<file path="src/rtl/window_3x3_sharpen_blur_filter_assert.svh">
// ----------------------------------------------------------------------------
// Assertion macros for the 3x3 window filter
// Shared property forms, clocked on clock and disabled in reset.
// ----------------------------------------------------------------------------
`ifndef WINDOW_3X3_SHARPEN_BLUR_FILTER_ASSERT_SVH
`define WINDOW_3X3_SHARPEN_BLUR_FILTER_ASSERT_SVH

// same-cycle implication
`define WFL_ASSERT_SAME(name, pre, post) \
   name: assert property (@(posedge clock) disable iff (reset) (pre) |-> (post)) \
      else $error("wfl assertion failed");

// next-cycle implication
`define WFL_ASSERT_NEXT(name, pre, post) \
   name: assert property (@(posedge clock) disable iff (reset) (pre) |=> (post)) \
      else $error("wfl assertion failed");

`endif

</file>
<file path="src/rtl/wfl_pkg.sv">
// ----------------------------------------------------------------------------
// wfl_pkg
// Types and constants shared by the 3x3 window filter modules.
// ----------------------------------------------------------------------------
package wfl_pkg;

   localparam int CW = 14;
   localparam int PIX_W = 32;
   localparam int NUM_CH = 4;
   localparam int ALPHA_CH = 3;
   localparam logic FILTER_SHARPEN = 1'b0;
   localparam logic FILTER_BLUR = 1'b1;
   localparam logic [13:0] BLUR_RECIP = 14'd7282;

   localparam logic [1:0] REG_WIDTH = 2'd0;
   localparam logic [1:0] REG_HEIGHT = 2'd1;
   localparam logic [1:0] REG_CHANS = 2'd2;
   localparam logic [1:0] REG_MODE = 2'd3;

   // release kinds, one bit each
   localparam int K_NORM_PREV = 0;
   localparam int K_LAST_PREV = 1;
   localparam int K_NORM_HERE = 2;
   localparam int K_LAST_HERE = 3;

   typedef struct packed {
      logic [CW-1:0] width;
      logic [15:0]   height;
      logic [2:0]    chans;
      logic          mode;
   } cfg_type;

   typedef struct packed {
      logic [2:0][2:0][PIX_W-1:0] win;
      logic [3:0]                 kind;
      logic                       y_ge2;
      logic                       x_eq1;
      logic                       x_eq0;
      logic                       h_one;
   } job_type;

endpackage

</file>
<file path="src/rtl/wfl_queue.sv">
// ----------------------------------------------------------------------------
// wfl_queue
// Two-entry queue of classified window jobs between front and back.
// ----------------------------------------------------------------------------
module wfl_queue import wfl_pkg::*; (
   input  logic    clock,
   input  logic    reset,
   input  logic    in_valid,
   output logic    in_ready,
   input  job_type in_job,
   output logic    out_valid,
   input  logic    out_pop,
   output job_type out_job
);

   job_type    slot_ff [2];
   logic       wr_ff, rd_ff;
   logic [1:0] count_ff, count_in;
   logic       push;

   assign in_ready = count_ff != 2'd2;
   assign push = in_valid && in_ready;
   assign out_valid = count_ff != 2'd0;
   assign out_job = slot_ff[rd_ff];
   assign count_in = count_ff + 2'(push) - 2'(out_pop);

   always_ff @(posedge clock) begin
      if (reset) begin
         wr_ff <= 1'b0;
         rd_ff <= 1'b0;
         count_ff <= 2'd0;
      end else begin
         if (push) wr_ff <= !wr_ff;
         if (out_pop) rd_ff <= !rd_ff;
         count_ff <= count_in;
      end
   end

   always_ff @(posedge clock) begin
      if (push) slot_ff[wr_ff] <= in_job;
   end

endmodule

</file>
<file path="config.mk">
export PLATFORM = sky130hd
export DESIGN_NAME = wfl_queue
export DESIGN_NICKNAME = d
export VERILOG_FILES = /design/src/rtl/window_3x3_sharpen_blur_filter_assert.svh /design/src/rtl/wfl_pkg.sv /design/src/rtl/wfl_queue.sv
export SDC_FILE = /design/constraint.sdc
export NUM_CORES = 1
export LEC_CHECK = 0
export ABC_AREA = 1
export BUFFER_PORTS_ARGS = -buffer_cell sky130_fd_sc_hd__buf_2
export CORE_AREA = 2 2 230 232
export CTS_BUF_LIST = sky130_fd_sc_hd__clkbuf_4
export DETAILED_ROUTE_END_ITERATION = 10
export DIE_AREA = 0 0 232 234
export PLACE_DENSITY = 0.79
export SETUP_SLACK_MARGIN = 0.02
export SLEW_MARGIN = 20
export SYNTH_ARGS = -nofsm -noshare
export SYNTH_HDL_FRONTEND = slang
export SYNTH_SLANG_ARGS = --single-unit
export TNS_END_PERCENT = 10
</file>
<file path="constraint.sdc">
create_clock -name clock -period 36.4 [get_ports clock]
set_input_delay 0 -clock clock [delete_from_list [all_inputs] [get_ports clock]]
set_output_delay 0 -clock clock [all_outputs]
set_load 0.02 [all_outputs]
</file>
==> flow_results.org, run 1 <==
** Placed design
- The HPWL after detailed placement is 33.12 mm.
- Count of input and output buffers :: 597
- Placer congestion estimate :: 0.8559

** Synthesis
- The synthesized design spends more area on one cell type than any other, namely sky130_fd_sc_hd__edfxtp_1.
- By area, the combinational part of the netlist is dominated by multiplexers.
- Adder-Cell Fraction of Synth Area :: 0.05542%
- Of the post-synthesis cell area, the part taken by muxes is 18.75%.
- Each instance of the synthesized netlist takes up on average 23.69 µm².
- Fraction of the mapped netlist area in compound gates :: 0.04434%
- After synthesis, the netlist uses 13 different library cells.
- Of the synthesized area, sequential elements account for 79.18%.
- For this run, the number of Yosys warnings is 0.
- Post-synthesis xor/xnor area fraction :: 0.07759%
- After Yosys synthesis, and, or, nand and nor cells account for 0.2771% of the synthesized area.
- Summing every instance area after synthesis gives 0.02258 mm².
- When the netlist entered floorplanning its net count stood at 1254.
- Yosys top cell area share :: 78.74%
- Cells after synthesis :: 953
- Counting flops and latches in the post-synthesis netlist gives 597.
- Largest cells by area after synthesis :: sky130_fd_sc_hd__edfxtp_1 79%, sky130_fd_sc_hd__mux2_4 16%, sky130_fd_sc_hd__mux2_2 2.8%, sky130_fd_sc_hd__buf_6 1.4%, sky130_fd_sc_hd__dfxtp_1 0.44%

** Floorplanning
- Starting density of the core :: 43.40%
- For this design the top-level I/O count stands at 598.
- Measured along the y axis, the die boundary spans 234 µm.
- The floorplan step set the die width to 232 µm.
- Num rows :: 84

** CTS
- Setup Fix Bufs, Post-CTS :: 0
- CTS Sinks :: 597
- Depth of the CTS H-tree :: 4
- In this run the deepest clock path goes through 3 buffers.
- # hold bufs at CTS :: 492
- Root buffer cell :: sky130_fd_sc_hd__clkbuf_4
- Post-cts resize count :: 0
- In this run, CTS created clock tree buffers numbering 147.

** Status
- Outcome :: did not finish
- Halt Reason :: [ERROR RSZ-0060] Max buffer count reached.
- Stop stage :: clock tree synthesis
## synthesized netlist by cell type
| cell | count |
|---|---|
| sky130_fd_sc_hd__edfxtp_1 | 592 |
| sky130_fd_sc_hd__mux2_4 | 240 |
| sky130_fd_sc_hd__mux2_2 | 56 |
| sky130_fd_sc_hd__buf_6 | 28 |
| sky130_fd_sc_hd__nand2_1 | 8 |
| sky130_fd_sc_hd__inv_1 | 6 |
| sky130_fd_sc_hd__nor2_1 | 6 |
| sky130_fd_sc_hd__buf_2 | 5 |
| sky130_fd_sc_hd__dfxtp_1 | 5 |
| sky130_fd_sc_hd__a21oi_1 | 2 |
| sky130_fd_sc_hd__nand3_1 | 2 |
| sky130_fd_sc_hd__xnor2_1 | 2 |
| sky130_fd_sc_hd__ha_1 | 1 |
## stage by stage
step / cells / worst slack, ps / area (µm²) / utilization [%] / hold slack [ps]
detailed placement: 2215 / 32960 / 26200 / 50.37 / 190.7
floorplan: 953 / 22420 / 22580 / - / 69.07
global placement: 2215 / 33040 / 26200 / 50.37 / 187.4
## logic make-up after synthesis
kind of cell / Yosys count
AO/OA/AOI/OAI: 2
XOR/XNOR: 2
adder cells (fa/ha/maj): 1
buffers and inverters: 39
flip-flops: 597
multiplexers: 296
AND/OR/NAND/NOR: 16
==> run 2, diff against run 1 <==
--- a/config.mk
+++ b/config.mk
@@ -7,12 +7,10 @@
 export LEC_CHECK = 0
 export ABC_AREA = 1
 export BUFFER_PORTS_ARGS = -buffer_cell sky130_fd_sc_hd__buf_2
-export CORE_AREA = 2 2 230 232
-export CTS_BUF_LIST = sky130_fd_sc_hd__clkbuf_4
+export CORE_MARGIN = 1.5
+export CORE_UTILIZATION = 40
 export DETAILED_ROUTE_END_ITERATION = 10
-export DIE_AREA = 0 0 232 234
-export PLACE_DENSITY = 0.79
-export SETUP_SLACK_MARGIN = 0.02
+export PLACE_DENSITY_LB_ADDON = 0.15
 export SLEW_MARGIN = 20
 export SYNTH_ARGS = -nofsm -noshare
 export SYNTH_HDL_FRONTEND = slang
==> flow_results.org, run 2 <==
** Power
- In this run the power spent charging and discharging nets is 0.4278 mW.
- Clock network power share :: 35.2%
- Across the VDD grid, the largest voltage drop is 0.04456 mV.
- Sequential cells burn 48.1% of the power.
- Net switching is 24.52% of the power.
- Internal Power :: 1.317 mW
- In this run, the combinational gates consume 16.7% of the power.
- Power per unit of standard cell area :: 55.77 mW/mm²
- In this run the static leakage power is 12.29 nW.

** Hold path
- Hold Crit Start :: in_job[80]
- Worst Hold Depth :: 2
- Worst min path class :: in2reg

** Global route
- Wire length of the first global-routing pass :: 76.73 mm
- Via count of the first global-routing pass :: 12920
- The initial antenna violation count came to 7.
- The total overflow left after global routing is 0.
- Entering global routing, the biggest net connects 74 pins.
- All-Layer GR Usage :: 17.89%

** Routing
- The first routing iteration left 499 violations.
- Ratio of routed vias to standard cells :: 4.522
- WL final :: 53.90 mm
- For this run, design rule violations remaining after detail routing come to 0.
- In the final routed layout, each cell accounts on average for 19.98 µm.
- Total via count in the routed design :: 12200
- Drt pass-1 iters :: 4
- In this run the remaining antenna-violating nets after routing total 0.

** Placed design
- The congestion estimate from routability-driven global placement came to 0.8110.
- Count of input and output buffers :: 597
- The placed instances occupy a cell area of 0.02629 mm².
- Cell count after placement :: 2280
- After legalization and detailed placement, the total HPWL measured 36.58 mm.

** Critical path
- At the worst endpoint, the required time is 36400 ps.
- Reg2Reg Capture Point :: slot_ff[0][72]$_DFFE_PP_
- Counting stages on the worst path, the most repeated cell is sky130_fd_sc_hd__buf_4.
- Worst reg2reg setup slack :: 32540 ps
- Worst reg-to-reg path cell count :: 7
- On the worst path, the slowest cell contributes a delay of 830 ps.
- Data on the critical path arrives at its endpoint at 4600 ps.
- Crit Path Max Fanout :: 56
- The largest individual stage delay along the critical path comes from the cell sky130_fd_sc_hd__buf_4.
- The worst setup path is of the reg2out kind.
- Cell-by-cell trace of the critical path :: buf_4 -> buf_4 -> buf_4 -> mux2_2 -> buf_2
- Family with the most delay on the worst path :: buffers and inverters
- Termination of the worst setup path :: out_job[0]
- Critical path depth :: 5
- The critical path contains buffers and inverters numbering 4 combined.
- Critical Path Sink Type :: output port
- Type of element launching the critical path :: flip-flop
- Critical register-to-register path startpoint :: count_ff[0]$_SDFF_PP0_

** Final layout
- Post-layout instance count excluding filler cells :: 2698
- Share of cells above drive strength 1 :: 51.34%
- Most flops, register :: slot_ff
- After filler insertion, the fill cell instance count of the layout stands at 4367.
- Summing all flip-flop and latch instances after layout gives 0.01788 mm².
- The area growth from synthesis to layout is 38.59%.
- In the final layout, the multi-input gates occupy 0.004352 mm².
- Final nets :: 2196
- The largest registers in the layout are slot_ff: 592 flops, count_ff: 2 flops.
- Most frequent standard cell in the layout excluding fill and tap cells :: sky130_fd_sc_hd__buf_2
- Most frequent cells in the layout :: 597 x sky130_fd_sc_hd__buf_2, 592 x sky130_fd_sc_hd__edfxtp_1, 300 x sky130_fd_sc_hd__dlygate4sd3_1, 240 x sky130_fd_sc_hd__mux2_4, 63 x sky130_fd_sc_hd__clkbuf_16
- Summing all non-filler instances in the final layout gives an area of 0.03129 mm².
- The register with the most flip-flops in the layout has 592 of them.

** CTS
- CTS buffer count :: 61
- In this run the number of H-tree levels came out at 2.
- Root buffer cell :: sky130_fd_sc_hd__clkbuf_16
- Latest clock arrival within the worst-skew pair :: 610 ps
- The clock passes through at most 3 buffers.
- The clock net in this run drives a total of 597 sinks.
- TritonCTS built the clock tree.
- In this run the post-CTS setup repair buffer count came out at 0.
- After clock tree synthesis, the clock-pin slew on the worst setup and hold paths is 60 ps.

** Synthesis
- Count of unique library cells instantiated by Yosys :: 13
- In this run, synthesis inferred 592 flip-flops with an integrated enable.
- During synthesis, Yosys emitted a total of 0 warnings.
- The share of the Yosys chip area taken by registers is 79.18%.
- Synthesized Nets :: 1254
- Most repeated cell in the gate-level netlist after synthesis :: sky130_fd_sc_hd__edfxtp_1
- After synthesis the netlist holds a flip-flop and latch count of 597.
- Dominant synthesized flop cell :: sky130_fd_sc_hd__edfxtp_1
- In this run the mean area of a mapped cell was 23.69 µm².
- Yosys top cell area share :: 78.74%
- Synthesis produced a netlist whose cell count is 953.
- Largest cells by area after synthesis :: sky130_fd_sc_hd__edfxtp_1 79%, sky130_fd_sc_hd__mux2_4 16%, sky130_fd_sc_hd__mux2_2 2.8%, sky130_fd_sc_hd__buf_6 1.4%, sky130_fd_sc_hd__dfxtp_1 0.44%
- Synth cell count leaders :: 592 x sky130_fd_sc_hd__edfxtp_1, 240 x sky130_fd_sc_hd__mux2_4, 56 x sky130_fd_sc_hd__mux2_2
- Top cell type by total area after synthesis :: sky130_fd_sc_hd__edfxtp_1
- Async set-reset flop share out of synthesis :: 0%
- After synthesis the cells add up to 0.02258 mm².

** Timing
- For this run, the top clock speed supported by timing is 217.4 MHz.
- Post-route minimum period :: 4599 ps
- In the final timing run, aggregate negative setup slack is 0 ps.
- Hold Slack :: 110.1 ps
- Measured against its own limit, the worst slew margin works out to 27.57%.
- Setup repair after global routing left no endpoint under its margin.
- Between clock sinks in the finished design, the worst skew comes to 10.97 ps.
- Final Max Slew Viols :: 0
- In the finished design, the share of the clock period the worst path needs comes to 12.63%.
- The count of final hold-check violations is 0.
- At the pin with the least slew margin, the transition time is 1087 ps.
- Total of endpoints with negative setup slack in the final report :: 0

** Floorplanning
- Placeable core region :: 0.05542 mm²
- Floorplan die area :: 0.05788 mm²
- Starting density of the core :: 40.74%
- Vertical die dimension :: 240.6 µm
- The floorplan has 86 rows.
- Die Width :: 240.6 µm
- During I/O placement, the number of pins put on the boundary was 598.

** Status
- Outcome :: completed

** Run
- MaxCap Viol Count :: 0
[run 2: cell counts after synthesis]
No cell type changed its count.
[run 2: final cells by class]
| type | count | area share [%] |
|---|---|---|
| antenna | 4 | 0.03199 |
| sequential | 597 | 57.15 |
| tap | 748 | 2.991 |
| timing repair buffer | 912 | 19.51 |
| clock buffer | 82 | 5.362 |
| clock inverter | 32 | 0.9837 |
| inverter | 6 | 0.07198 |
| multi-input combinational | 317 | 13.91 |
[run 2: worst min-delay path by stage]
stage	endpoint	slack (ps)
after floorplan	wr_ff$_SDFFE_PP0P_	70
after global placement	slot_ff[0][0]$_DFFE_PP_	190
after detailed placement	slot_ff[1][262]$_DFFE_PP_	190
after CTS	slot_ff[1][234]$_DFFE_PP_	60
after global routing	slot_ff[1][215]$_DFFE_PP_	80
final	slot_ff[1][80]$_DFFE_PP_	110
[run 2: stage by stage]
stage / utilization [%] / setup WS, ps / power [mW]
2_1_floorplan: - / 22420 / 1.055
3_3_place_gp: 47.44 / 32430 / 1.118
3_5_place_dp: 47.44 / 32380 / 1.121
4_1_cts: 56.45 / 31700 / 1.767
5_1_grt: 56.46 / 31520 / 1.811
6_report: 56.46 / 31800 / 1.745
[run 2: cell families after synthesis]
group,synth area share [%]
DFF,79.18
xor gates and xnor gates,0.07760
and+or+nand+nor,0.2771
AOI/OAI and AO/OA,0.04434
buffers and inverters,1.607
adders and majority gates,0.05541
muxes,18.75
[run 2: layer usage]
layer | track usage (%) | vias up | wire length (µm) | share of wire, %
met2 | 31.81 | 387 | 28230 | 52
li1 | - | 5691 | - | -
met1 | 20.00 | 6027 | 20060 | 37
met5 | 0 | - | 10 | 0.019
met4 | 7.280 | 2 | 1807 | 3.4
met3 | 5.341 | 94 | 3793 | 7.0
[run 2: timing repair]
| item | in CTS | in global routing |
|---|---|---|
| gates resized for setup | 0 | 0 |
| hold endpoints to repair | 597 | 0 |
| hold buffers | 300 | 0 |
[run 2: worst reg2reg max path, stage by stage (launching register included)]
cell                      delay [ps]
sky130_fd_sc_hd__dfxtp_1         330
sky130_fd_sc_hd__inv_1            60
sky130_fd_sc_hd__nand2_1          90
sky130_fd_sc_hd__nand2_1         210
sky130_fd_sc_hd__nor2_4          410
sky130_fd_sc_hd__buf_4           560
sky130_fd_sc_hd__buf_4           910
sky130_fd_sc_hd__buf_4           890
[run 2: power groups by stage]
stage               clock network [mW]  logic [mW]  registers [mW]
finish                           0.614       0.291           0.840
global route                     0.657       0.309           0.844
CTS                              0.631       0.295           0.840
detailed placement                   0       0.266           0.855
global placement                     0       0.265           0.853
floorplan                            0       0.178           0.877
Power figures use the tool's default switching activity.
