==> src/rtl/window_3x3_sharpen_blur_filter_assert.svh <==
// ----------------------------------------------------------------------------
// Assertion macros for the 3x3 window filter
// Shared property forms, clocked on clock and disabled in reset.
// ----------------------------------------------------------------------------
`ifndef WINDOW_3X3_SHARPEN_BLUR_FILTER_ASSERT_SVH
`define WINDOW_3X3_SHARPEN_BLUR_FILTER_ASSERT_SVH

// same-cycle implication
`define WFL_ASSERT_SAME(name, pre, post) \
   name: assert property (@(posedge clock) disable iff (reset) (pre) |-> (post)) \
      else $error("wfl assertion failed");

// next-cycle implication
`define WFL_ASSERT_NEXT(name, pre, post) \
   name: assert property (@(posedge clock) disable iff (reset) (pre) |=> (post)) \
      else $error("wfl assertion failed");

`endif

==> src/rtl/wfl_pkg.sv <==
// ----------------------------------------------------------------------------
// wfl_pkg
// Types and constants shared by the 3x3 window filter modules.
// ----------------------------------------------------------------------------
package wfl_pkg;

   localparam int CW = 14;
   localparam int PIX_W = 32;
   localparam int NUM_CH = 4;
   localparam int ALPHA_CH = 3;
   localparam logic FILTER_SHARPEN = 1'b0;
   localparam logic FILTER_BLUR = 1'b1;
   localparam logic [13:0] BLUR_RECIP = 14'd7282;

   localparam logic [1:0] REG_WIDTH = 2'd0;
   localparam logic [1:0] REG_HEIGHT = 2'd1;
   localparam logic [1:0] REG_CHANS = 2'd2;
   localparam logic [1:0] REG_MODE = 2'd3;

   // release kinds, one bit each
   localparam int K_NORM_PREV = 0;
   localparam int K_LAST_PREV = 1;
   localparam int K_NORM_HERE = 2;
   localparam int K_LAST_HERE = 3;

   typedef struct packed {
      logic [CW-1:0] width;
      logic [15:0]   height;
      logic [2:0]    chans;
      logic          mode;
   } cfg_type;

   typedef struct packed {
      logic [2:0][2:0][PIX_W-1:0] win;
      logic [3:0]                 kind;
      logic                       y_ge2;
      logic                       x_eq1;
      logic                       x_eq0;
      logic                       h_one;
   } job_type;

endpackage

==> src/rtl/wfl_back.sv <==
// ----------------------------------------------------------------------------
// wfl_back
// Expands each job into its results; sharpen or blur kernel, alpha kept as is.
// ----------------------------------------------------------------------------
module wfl_back import wfl_pkg::*; (
   input  logic    clock,
   input  logic    reset,
   input  cfg_type cfg,
   input  logic    head_valid,
   input  job_type head_job,
   output logic    head_pop,
   output logic    rsp_valid,
   input  logic    rsp_ready,
   output logic [7:0] rsp_result_0,
   output logic [7:0] rsp_result_1,
   output logic [7:0] rsp_result_2,
   output logic [7:0] rsp_result_3,
   output logic    rsp_run_last,
   output logic    rsp_frame_last
);

`include "window_3x3_sharpen_blur_filter_assert.svh"

   logic [3:0] done_ff, done_in, avail, pick, rest;
   logic       load, is_last, is_here, run_last;
   logic [2:0][1:0] ridx, cidx;
   logic [2:0][2:0][PIX_W-1:0] smp;
   logic [NUM_CH-1:0][7:0] res;

   logic       rsp_valid_ff;
   logic [NUM_CH-1:0][7:0] res_ff;
   logic       run_last_ff, frame_last_ff;

   assign avail = head_job.kind & ~done_ff;
   assign pick = avail & (~avail + 4'd1);
   assign rest = avail & ~pick;
   assign run_last = rest == 4'd0;
   assign load = head_valid && (!rsp_valid_ff || rsp_ready);
   assign head_pop = load && run_last;
   assign done_in = head_pop ? 4'd0 : (load ? (done_ff | pick) : done_ff);

   assign is_last = pick[K_LAST_PREV] || pick[K_LAST_HERE];
   assign is_here = pick[K_NORM_HERE] || pick[K_LAST_HERE];

   always_comb begin
      if (is_last) begin
         ridx[0] = head_job.h_one ? 2'd2 : 2'd1;
         ridx[1] = 2'd2;
      end else begin
         ridx[0] = head_job.y_ge2 ? 2'd0 : 2'd1;
         ridx[1] = 2'd1;
      end
      ridx[2] = 2'd2;
      if (is_here) begin
         cidx[0] = head_job.x_eq0 ? 2'd2 : 2'd1;
         cidx[1] = 2'd2;
      end else begin
         cidx[0] = head_job.x_eq1 ? 2'd1 : 2'd0;
         cidx[1] = 2'd1;
      end
      cidx[2] = 2'd2;
      for (int r = 0; r < 3; r++) begin
         for (int c = 0; c < 3; c++) begin
            smp[r][c] = head_job.win[cidx[c]][ridx[r]];
         end
      end
   end

   always_comb begin
      logic [7:0]         cen;
      logic signed [12:0] sh;
      logic [11:0]        sum;
      logic [25:0]        prod;
      for (int ch = 0; ch < NUM_CH; ch++) begin
         cen = smp[1][1][8*ch +: 8];
         sh = $signed({5'd0, cen} + {3'd0, cen, 2'b00})
            - $signed({5'd0, smp[0][1][8*ch +: 8]})
            - $signed({5'd0, smp[2][1][8*ch +: 8]})
            - $signed({5'd0, smp[1][0][8*ch +: 8]})
            - $signed({5'd0, smp[1][2][8*ch +: 8]});
         sum = '0;
         for (int r = 0; r < 3; r++) begin
            for (int c = 0; c < 3; c++) begin
               sum = sum + {4'd0, smp[r][c][8*ch +: 8]};
            end
         end
         prod = 26'(sum) * 26'(BLUR_RECIP);
         if (3'(ch) >= cfg.chans) begin
            res[ch] = 8'd0;
         end else if ((cfg.chans == 3'(NUM_CH)) && (ch == ALPHA_CH)) begin
            res[ch] = cen;
         end else if (cfg.mode == FILTER_BLUR) begin
            res[ch] = prod[23:16];
         end else if (sh < 0) begin
            res[ch] = 8'd0;
         end else if (sh > 13'sd255) begin
            res[ch] = 8'd255;
         end else begin
            res[ch] = sh[7:0];
         end
      end
   end

   always_ff @(posedge clock) begin
      if (reset) begin
         done_ff <= 4'd0;
         rsp_valid_ff <= 1'b0;
      end else begin
         done_ff <= done_in;
         if (load) begin
            rsp_valid_ff <= 1'b1;
         end else if (rsp_ready) begin
            rsp_valid_ff <= 1'b0;
         end
      end
   end

   always_ff @(posedge clock) begin
      if (load) begin
         res_ff <= res;
         run_last_ff <= run_last;
         frame_last_ff <= pick[K_LAST_HERE];
      end
   end

   assign rsp_valid = rsp_valid_ff;
   assign rsp_result_0 = res_ff[0];
   assign rsp_result_1 = res_ff[1];
   assign rsp_result_2 = res_ff[2];
   assign rsp_result_3 = res_ff[3];
   assign rsp_run_last = run_last_ff;
   assign rsp_frame_last = frame_last_ff;

   `WFL_ASSERT_SAME(a_pick_onehot, head_valid, $onehot(pick))
   `WFL_ASSERT_SAME(a_frame_last_ends_run, rsp_valid_ff && frame_last_ff, run_last_ff)
   `WFL_ASSERT_NEXT(a_head_kept, head_valid && !head_pop, head_valid)

endmodule

==> config.mk <==
export PLATFORM = sky130hd
export DESIGN_NAME = wfl_back
export DESIGN_NICKNAME = d
export VERILOG_FILES = /design/src/rtl/wfl_pkg.sv /design/src/rtl/wfl_back.sv
export VERILOG_INCLUDE_DIRS = /design/src /design/src/rtl
export SDC_FILE = /design/constraint.sdc
export NUM_CORES = 2
export LEC_CHECK = 0
export BUFFER_PORTS_ARGS = -buffer_cell sky130_fd_sc_hd__buf_2
export CORE_ASPECT_RATIO = 0.5
export CORE_MARGIN = 2
export CORE_UTILIZATION = 25
export CTS_BUF_LIST = sky130_fd_sc_hd__clkbuf_2
export CTS_CLUSTER_SIZE = 30
export DETAILED_ROUTE_END_ITERATION = 6
export PLACE_DENSITY = 0.51
export REMOVE_ABC_BUFFERS = 1
export SYNTH_ARGS = -nofsm -noshare
export SYNTH_HDL_FRONTEND = slang
export SYNTH_SLANG_ARGS = --single-unit
export TNS_END_PERCENT = 1
==> constraint.sdc <==
create_clock -name clock -period 11.9 [get_ports clock]
set_clock_uncertainty 0.05 [all_clocks]
set_input_delay 1.19 -clock clock [delete_from_list [all_inputs] [get_ports clock]]
set_output_delay 1.19 -clock clock [all_outputs]
set_load 0.005 [all_outputs]
## Word level (Yosys, flattened, before mapping)

Cells that the tools add are included.

| word-level totals | value |
|---|---|
| register bits after elaboration | 39 |
| input port bits | 334 |
| output and inout bits | 36 |
| word-level logic and storage cells | 135 |

| operators by class | value |
|---|---|
| add/subtract/negate cells | 53 |
| multipliers | 4 |
| $lt $le $gt $ge | 16 |
| equal/unequal tests | 1 |
| muxes and demuxes | 37 |
| bitwise logic cells | 7 |
| reductions and logical operators | 9 |

Operators with widths:

| operator | number |
|---|---|
| 32-bit binary-select mux with 2-bit select | 6 |
| 96-bit binary-select mux with 2-bit select | 2 |
| 12-bit by 8-bit adder with 12-bit output | 16 |
| 32-bit 2-to-1 mux | 6 |
| 96-bit 2-to-1 mux | 2 |
| 8-bit 2-to-1 mux | 13 |
| 13-bit by 9-bit subtractor with 13-bit output | 8 |
| 12-bit by 12-bit multiplier with 23-bit output, second input constant | 4 |
| 13-bit by 9-bit > comparator with 1-bit output, second input constant | 4 |
| 13-bit by 1-bit < comparator with 1-bit output, second input constant | 4 |
| 12-bit by 9-bit subtractor with 13-bit output | 4 |
| 11-bit by 8-bit adder with 12-bit output | 4 |
| 11-bit by 8-bit subtractor with 12-bit output | 4 |
| 10-bit by 8-bit adder with 11-bit output | 4 |
| 8-bit by 10-bit adder with 11-bit output | 4 |
| 9-bit by 8-bit adder with 10-bit output | 4 |
| 8-bit by 8-bit adder with 9-bit output | 4 |
| 4-bit bitwise AND | 3 |
| 2-bit by 3-bit < comparator with 1-bit output, second input constant | 4 |
| 4-bit NOT | 3 |
| 4-bit 2-to-1 mux | 2 |
| 1-bit by 3-bit >= comparator with 1-bit output, first input constant | 2 |
| 2-bit by 3-bit >= comparator with 1-bit output, first input constant | 2 |
| 4-bit by 1-bit adder with 4-bit output, second input constant | 1 |
| other kinds (10) | 17 |

## Depth between registers and ports, before layout

| logic depth | value |
|---|---|
| word-level depth | 22 |
| gate-level depth with buffers | 46 |

## Worst setup path after synthesis

Ideal clock, no wire load.

| path | value |
|---|---|
| path kind | in2reg |
| start | input port head_job[6] (netlist bit) |
| end | register res_ff, in the netlist rsp_result_3[2], data pin |
| data arrival time | 10.866 ns |
| data required time | 11.574 ns |
| setup slack | 0.708 ns |
| stages | 42 |
| buffers on the path | 4 |
| cell sequence | and2b_4 o21ai_0 nand2_1 buf_4 buf_1 clkbuf_1 clkbuf_1 nor2_1 a21oi_1 fa_1 inv_1 fa_1 fa_1 inv_1 fa_1 inv_1 ha_1 a21o_1 [6 not listed] xor2_1 ha_1 inv_1 fa_1 inv_1 fa_1 inv_1 fa_1 inv_1 ha_1 a2111o_1 a211o_1 a31oi_1 o21bai_1 a21o_1 a211o_1 a31oi_1 a221oi_1 |

| on the way | value |
|---|---|
| longest elaborated chain between the ends | 21 |

RTL lines:

| element | line | source |
|---|---|---|
| start, declared | wfl_back.sv:10 | `input job_type head_job,` |
| 4-bit bitwise AND (*) | wfl_back.sv:34 | `assign avail = head_job.kind & ~done_ff;` |
| 4-bit NOT | wfl_back.sv:35 | `assign pick = avail & (~avail + 4'd1);` |
| 4-bit by 1-bit adder with 4-bit output | wfl_back.sv:35 |  |
| 4-bit bitwise AND (*) | wfl_back.sv:35 |  |
| 1-bit logical OR | wfl_back.sv:43 | `assign is_here = pick[K_NORM_HERE] \|\| pick[K_LAST_HERE];` |
| 4-bit 2-to-1 mux | wfl_back.sv:54 | `if (is_here) begin` |
| 96-bit binary-select mux with 2-bit select | wfl_back.sv:64 | `smp[r][c] = head_job.win[cidx[c]][ridx[r]];` |
| 96-bit 2-to-1 mux (not written as such) | wfl_back.sv:64 |  |
| [2 not listed] | -- |  |
| 8-bit by 8-bit adder with 9-bit output | wfl_back.sv:84 | `sum = sum + {4'd0, smp[r][c][8*ch +: 8]};` |
| 9-bit by 8-bit adder with 10-bit output | wfl_back.sv:84 |  |
| 10-bit by 8-bit adder with 11-bit output | wfl_back.sv:84 |  |
| 11-bit by 8-bit adder with 12-bit output | wfl_back.sv:84 |  |
| 12-bit by 8-bit adder with 12-bit output (4 in a row) | wfl_back.sv:84 |  |
| 12-bit by 12-bit multiplier with 23-bit output | wfl_back.sv:87 | `prod = 26'(sum) * 26'(BLUR_RECIP);` |
| 8-bit 2-to-1 mux | wfl_back.sv:92 | `end else if (cfg.mode == FILTER_BLUR) begin` |
| 8-bit 2-to-1 mux (*) | wfl_back.sv:90 | `end else if ((cfg.chans == 3'(NUM_CH)) && (ch == ALPHA_CH)) begin` |
| end signal, assigned | wfl_back.sv:120 | `res_ff <= res;` |
| end, declared | wfl_back.sv:31 | `logic [NUM_CH-1:0][7:0] res_ff;` |

Mark *: on every way between the ends. The rest lies on a longest branch, timed or not. The select of a mux whose other input is x is not followed.
A chain may end at the register's enable or synchronous reset.

## Final worst setup path

| path | value |
|---|---|
| start | input port head_job[7] (netlist bit) |
| end | register res_ff, in the netlist rsp_result_3[1], data pin |

Same word-level chain as after synthesis.

==> key figures <==
Outcome
  • Outcome: finished clean

Global routing
  • Vias in the first global route: 26170
  • GR Layer Usage met2: ~29%
  • GR peak layer: met2
  • Largest net degree at the start of global routing: 54
  • First-pass GRT wire length: 148400 microns
  • Met1 Resource Use GR: 20.83%
  • Total Routing Usage GR: 16.43%
  • Initial antenna violation count: 57
  • Met3 Use GR: roughly 1.7%
  • GRT overflow: 0

STA
  • Crit share post-route: 94.19%
  • RSZ-0062 raised after global routing: false
  • Worst slew pin tran: between 1 and 1.5 ns
  • PnR worst setup slack: 0.6918 ns
  • Fin. max-slew vios: 0
  • Fmax: between 80 and 90 MHz
  • Relative slew slack: 17.79%
  • Final Hold Vio Count: 0
  • # setup viols final: 0
  • Tmin final: around 11 ns
  • Setup TNS: 0 ns

Synth
  • Biggest area consumer among synthesized cells: fa_1
  • Post-synth EDFFs: 34
  • Ys async rst share: 0%
  • Post-Syn Area per Cell: 7.966 sq um
  • Largest family of logic cells by synthesized area: adder cells
  • Synthesized netlist cell count: about 3500
  • Simple-gate share of the synthesized area: 12.47%
  • Top cells by area, synth: fa_1, ha_1, inv_1
  • Mux contribution to synthesized area: 3.162%
  • Ys Warns: 0
  • Synth Area in Adders: 47.23%
  • Synth Flop Type: edfxtp_1
  • Post-synthesis xor/xnor area fraction: under 10%
  • Flops & latches, synth: 39
  • Sequential share of the synthesized area: under 10%
  • Top cell type's share of synthesized area: 28.62%
  • Mapped cell area: 28250 sq um
  • Synth unique cells: 85
  • Compound-cell area share of the yosys netlist: 16.11%

Final layout
  • Layout cells sized above 1: roughly 15%
  • Final core utilization: 29.55%
  • Most common cell after layout, fill and taps aside: inv_1
  • Most frequent cells in the layout: inv_1, nand2_1, ha_1
  • Area growth from synthesis to layout: 17.48%
  • Number of nets in the layout: 5114

Route
  • Antenna Nets Post-Route: 0
  • DR WL/cell: 17.35 microns
  • DR vias: 25240
  • Detailed Routing Iterations Pass 1: 6
  • DR vias/cell: 4.597
  • DRC errors left: 0
  • DRT Wirelength: 95260 microns
  • First DRT Iteration DRCs: 1394

Hold path
  • Hold_sp: rsp_valid
  • Hold Path Depth: 2
  • Hold crit path type: reg2reg
  • Hold Crit Endpoint: rsp_valid

Die
  • Core area: 112300 sq um
  • Die span in y: around 240 microns
  • Die width: 479.4 microns
  • # IOs: 370
  • Cell Rows: slightly below 90
  • Starting Density: between 20 and 30%
  • Die ar.: between 100000 and 150000 sq um

Critical path
  • Critical path required time: 12.29 ns
  • FF-to-FF End: rsp_result_3[1]
  • Critical path data arrival time: 11.60 ns
  • Setup crit start kind: input pin
  • Critical path's slowest cell: fa_1
  • R2R Setup Slk: 0.87 ns
  • Crit Path Class: in2reg
  • CP Max Fanout: 11
  • Worst path max stage delay: 0.54 ns
  • Worst r2r path cells: 43
  • CP endpoint kind: flop
  • R2R Path Start: done_ff[3]
  • Most frequent CP cell: fa_1

CTS
  • Worst-path clk slew: approximately 0.32 ns
  • Htree depth: 2
  • Clock latency on the worst-skew pair: 0.66 ns
  • Clk sink count: 39
  • Post-CTS resize count: 0
  • Hold buffer count at CTS: 0
  • Maximum clock path buffer count: 2
  • TritonCTS buffer count: 5
  • Post-CTS setup buffers: 0
  • CTS tree: built
  • CTS Root Cell: clkbuf_2

Placement
  • IO Port Bufs: between 300 and 400
  • DP Worst Slack: 0.05859 ns
  • Final GP Congestion: 0.8990
  • DPL Wire Length: 84360 microns

Job
  • Max-Cap Viols: 0
[stage by stage]
step	instances	cell area [sq um]	hold WS [ns]
after floorplan	3430	27790	0.3918
after global placement	5465	33060	0.4118
after detailed placement	5465	33060	0.4207
after CTS	5473	33150	0.4698
after global routing	5488	33190	0.4953
final	5491	33190	0.4679
[critical path, delay by kind of cell]
kind | cells | cell delay [ns]
AO/OA/AOI/OAI | 15 | 2.92
buffers and inverters | 10 | 1.03
adder cells (fa/ha/maj) | 11 | 4.80
XOR/XNOR | 4 | 0.76
AND/OR/NAND/NOR | 4 | 0.85
[registers in the layout, indices dropped and copies added, names as in the netlist]
register / count
rsp_result_0: 8
rsp_result_1: 8
rsp_result_2: 8
rsp_result_3: 8
done_ff: 4
rsp_frame_last: 1
rsp_run_last: 1
rsp_valid: 1
[Yosys cell counts, types with 34 or more instances]
| cell | count |
|---|---|
| inv_1 | 790 |
| nand2_1 | 429 |
| ha_1 | 417 |
| fa_1 | 404 |
| nor2_1 | 223 |
| a21oi_1 | 198 |
| o21ai_0 | 125 |
| clkbuf_1 | 89 |
| xnor2_1 | 85 |
| mux2i_1 | 82 |
| a31oi_1 | 79 |
| xor2_1 | 67 |
| a21o_1 | 63 |
| nand3_1 | 50 |
| edfxtp_1 | 34 |
[logic make-up after synthesis]
family | Yosys count
adder cells (fa/ha/maj) | 825
AO/OA/AOI/OAI | 700
multiplexers | 86
buffers and inverters | 907
XOR/XNOR | 155
AND/OR/NAND/NOR | 835
flip-flops | 39
[cell type report]
cell class,instances,area (sq um)
Fill cell,12120,79140
Multi-Input combinational cell,2601,23770
Timing Repair Buffer,522,3308
Inverter,790,2965
Tap cell,1513,1893
Sequential cell,39,1121
Clock inverter,2,60.06
Antenna cell,18,45.04
Clock buffer,6,30.03
[worst max path at each step]
stage | start | slack (ns) | end | cells after the start
floorplan | head_job[4] | -4.93 | rsp_result_3[2] | 38
global placement | head_job[7] | -0.01 | rsp_result_2[7] | 42
detailed placement | head_job[7] | 0.06 | rsp_result_2[7] | 42
CTS | head_job[7] | 0.70 | rsp_result_3[1] | 43
global route | head_job[7] | 0.02 | rsp_result_3[7] | 45
finish | head_job[7] | 0.69 | rsp_result_3[1] | 44
[per-layer routing]
metal	up-vias	routed length (microns)	part of all wire, %
li1	12350	-	-
met1	12230	42020	44
met2	508	46700	49
met3	129	3598	3.8
met4	20	2838	3.0
met5	-	110	0.12
Power is left out: the tool's default activity adds up to more than one toggle a clock period on the data nets, which glitch-free logic cannot reach.
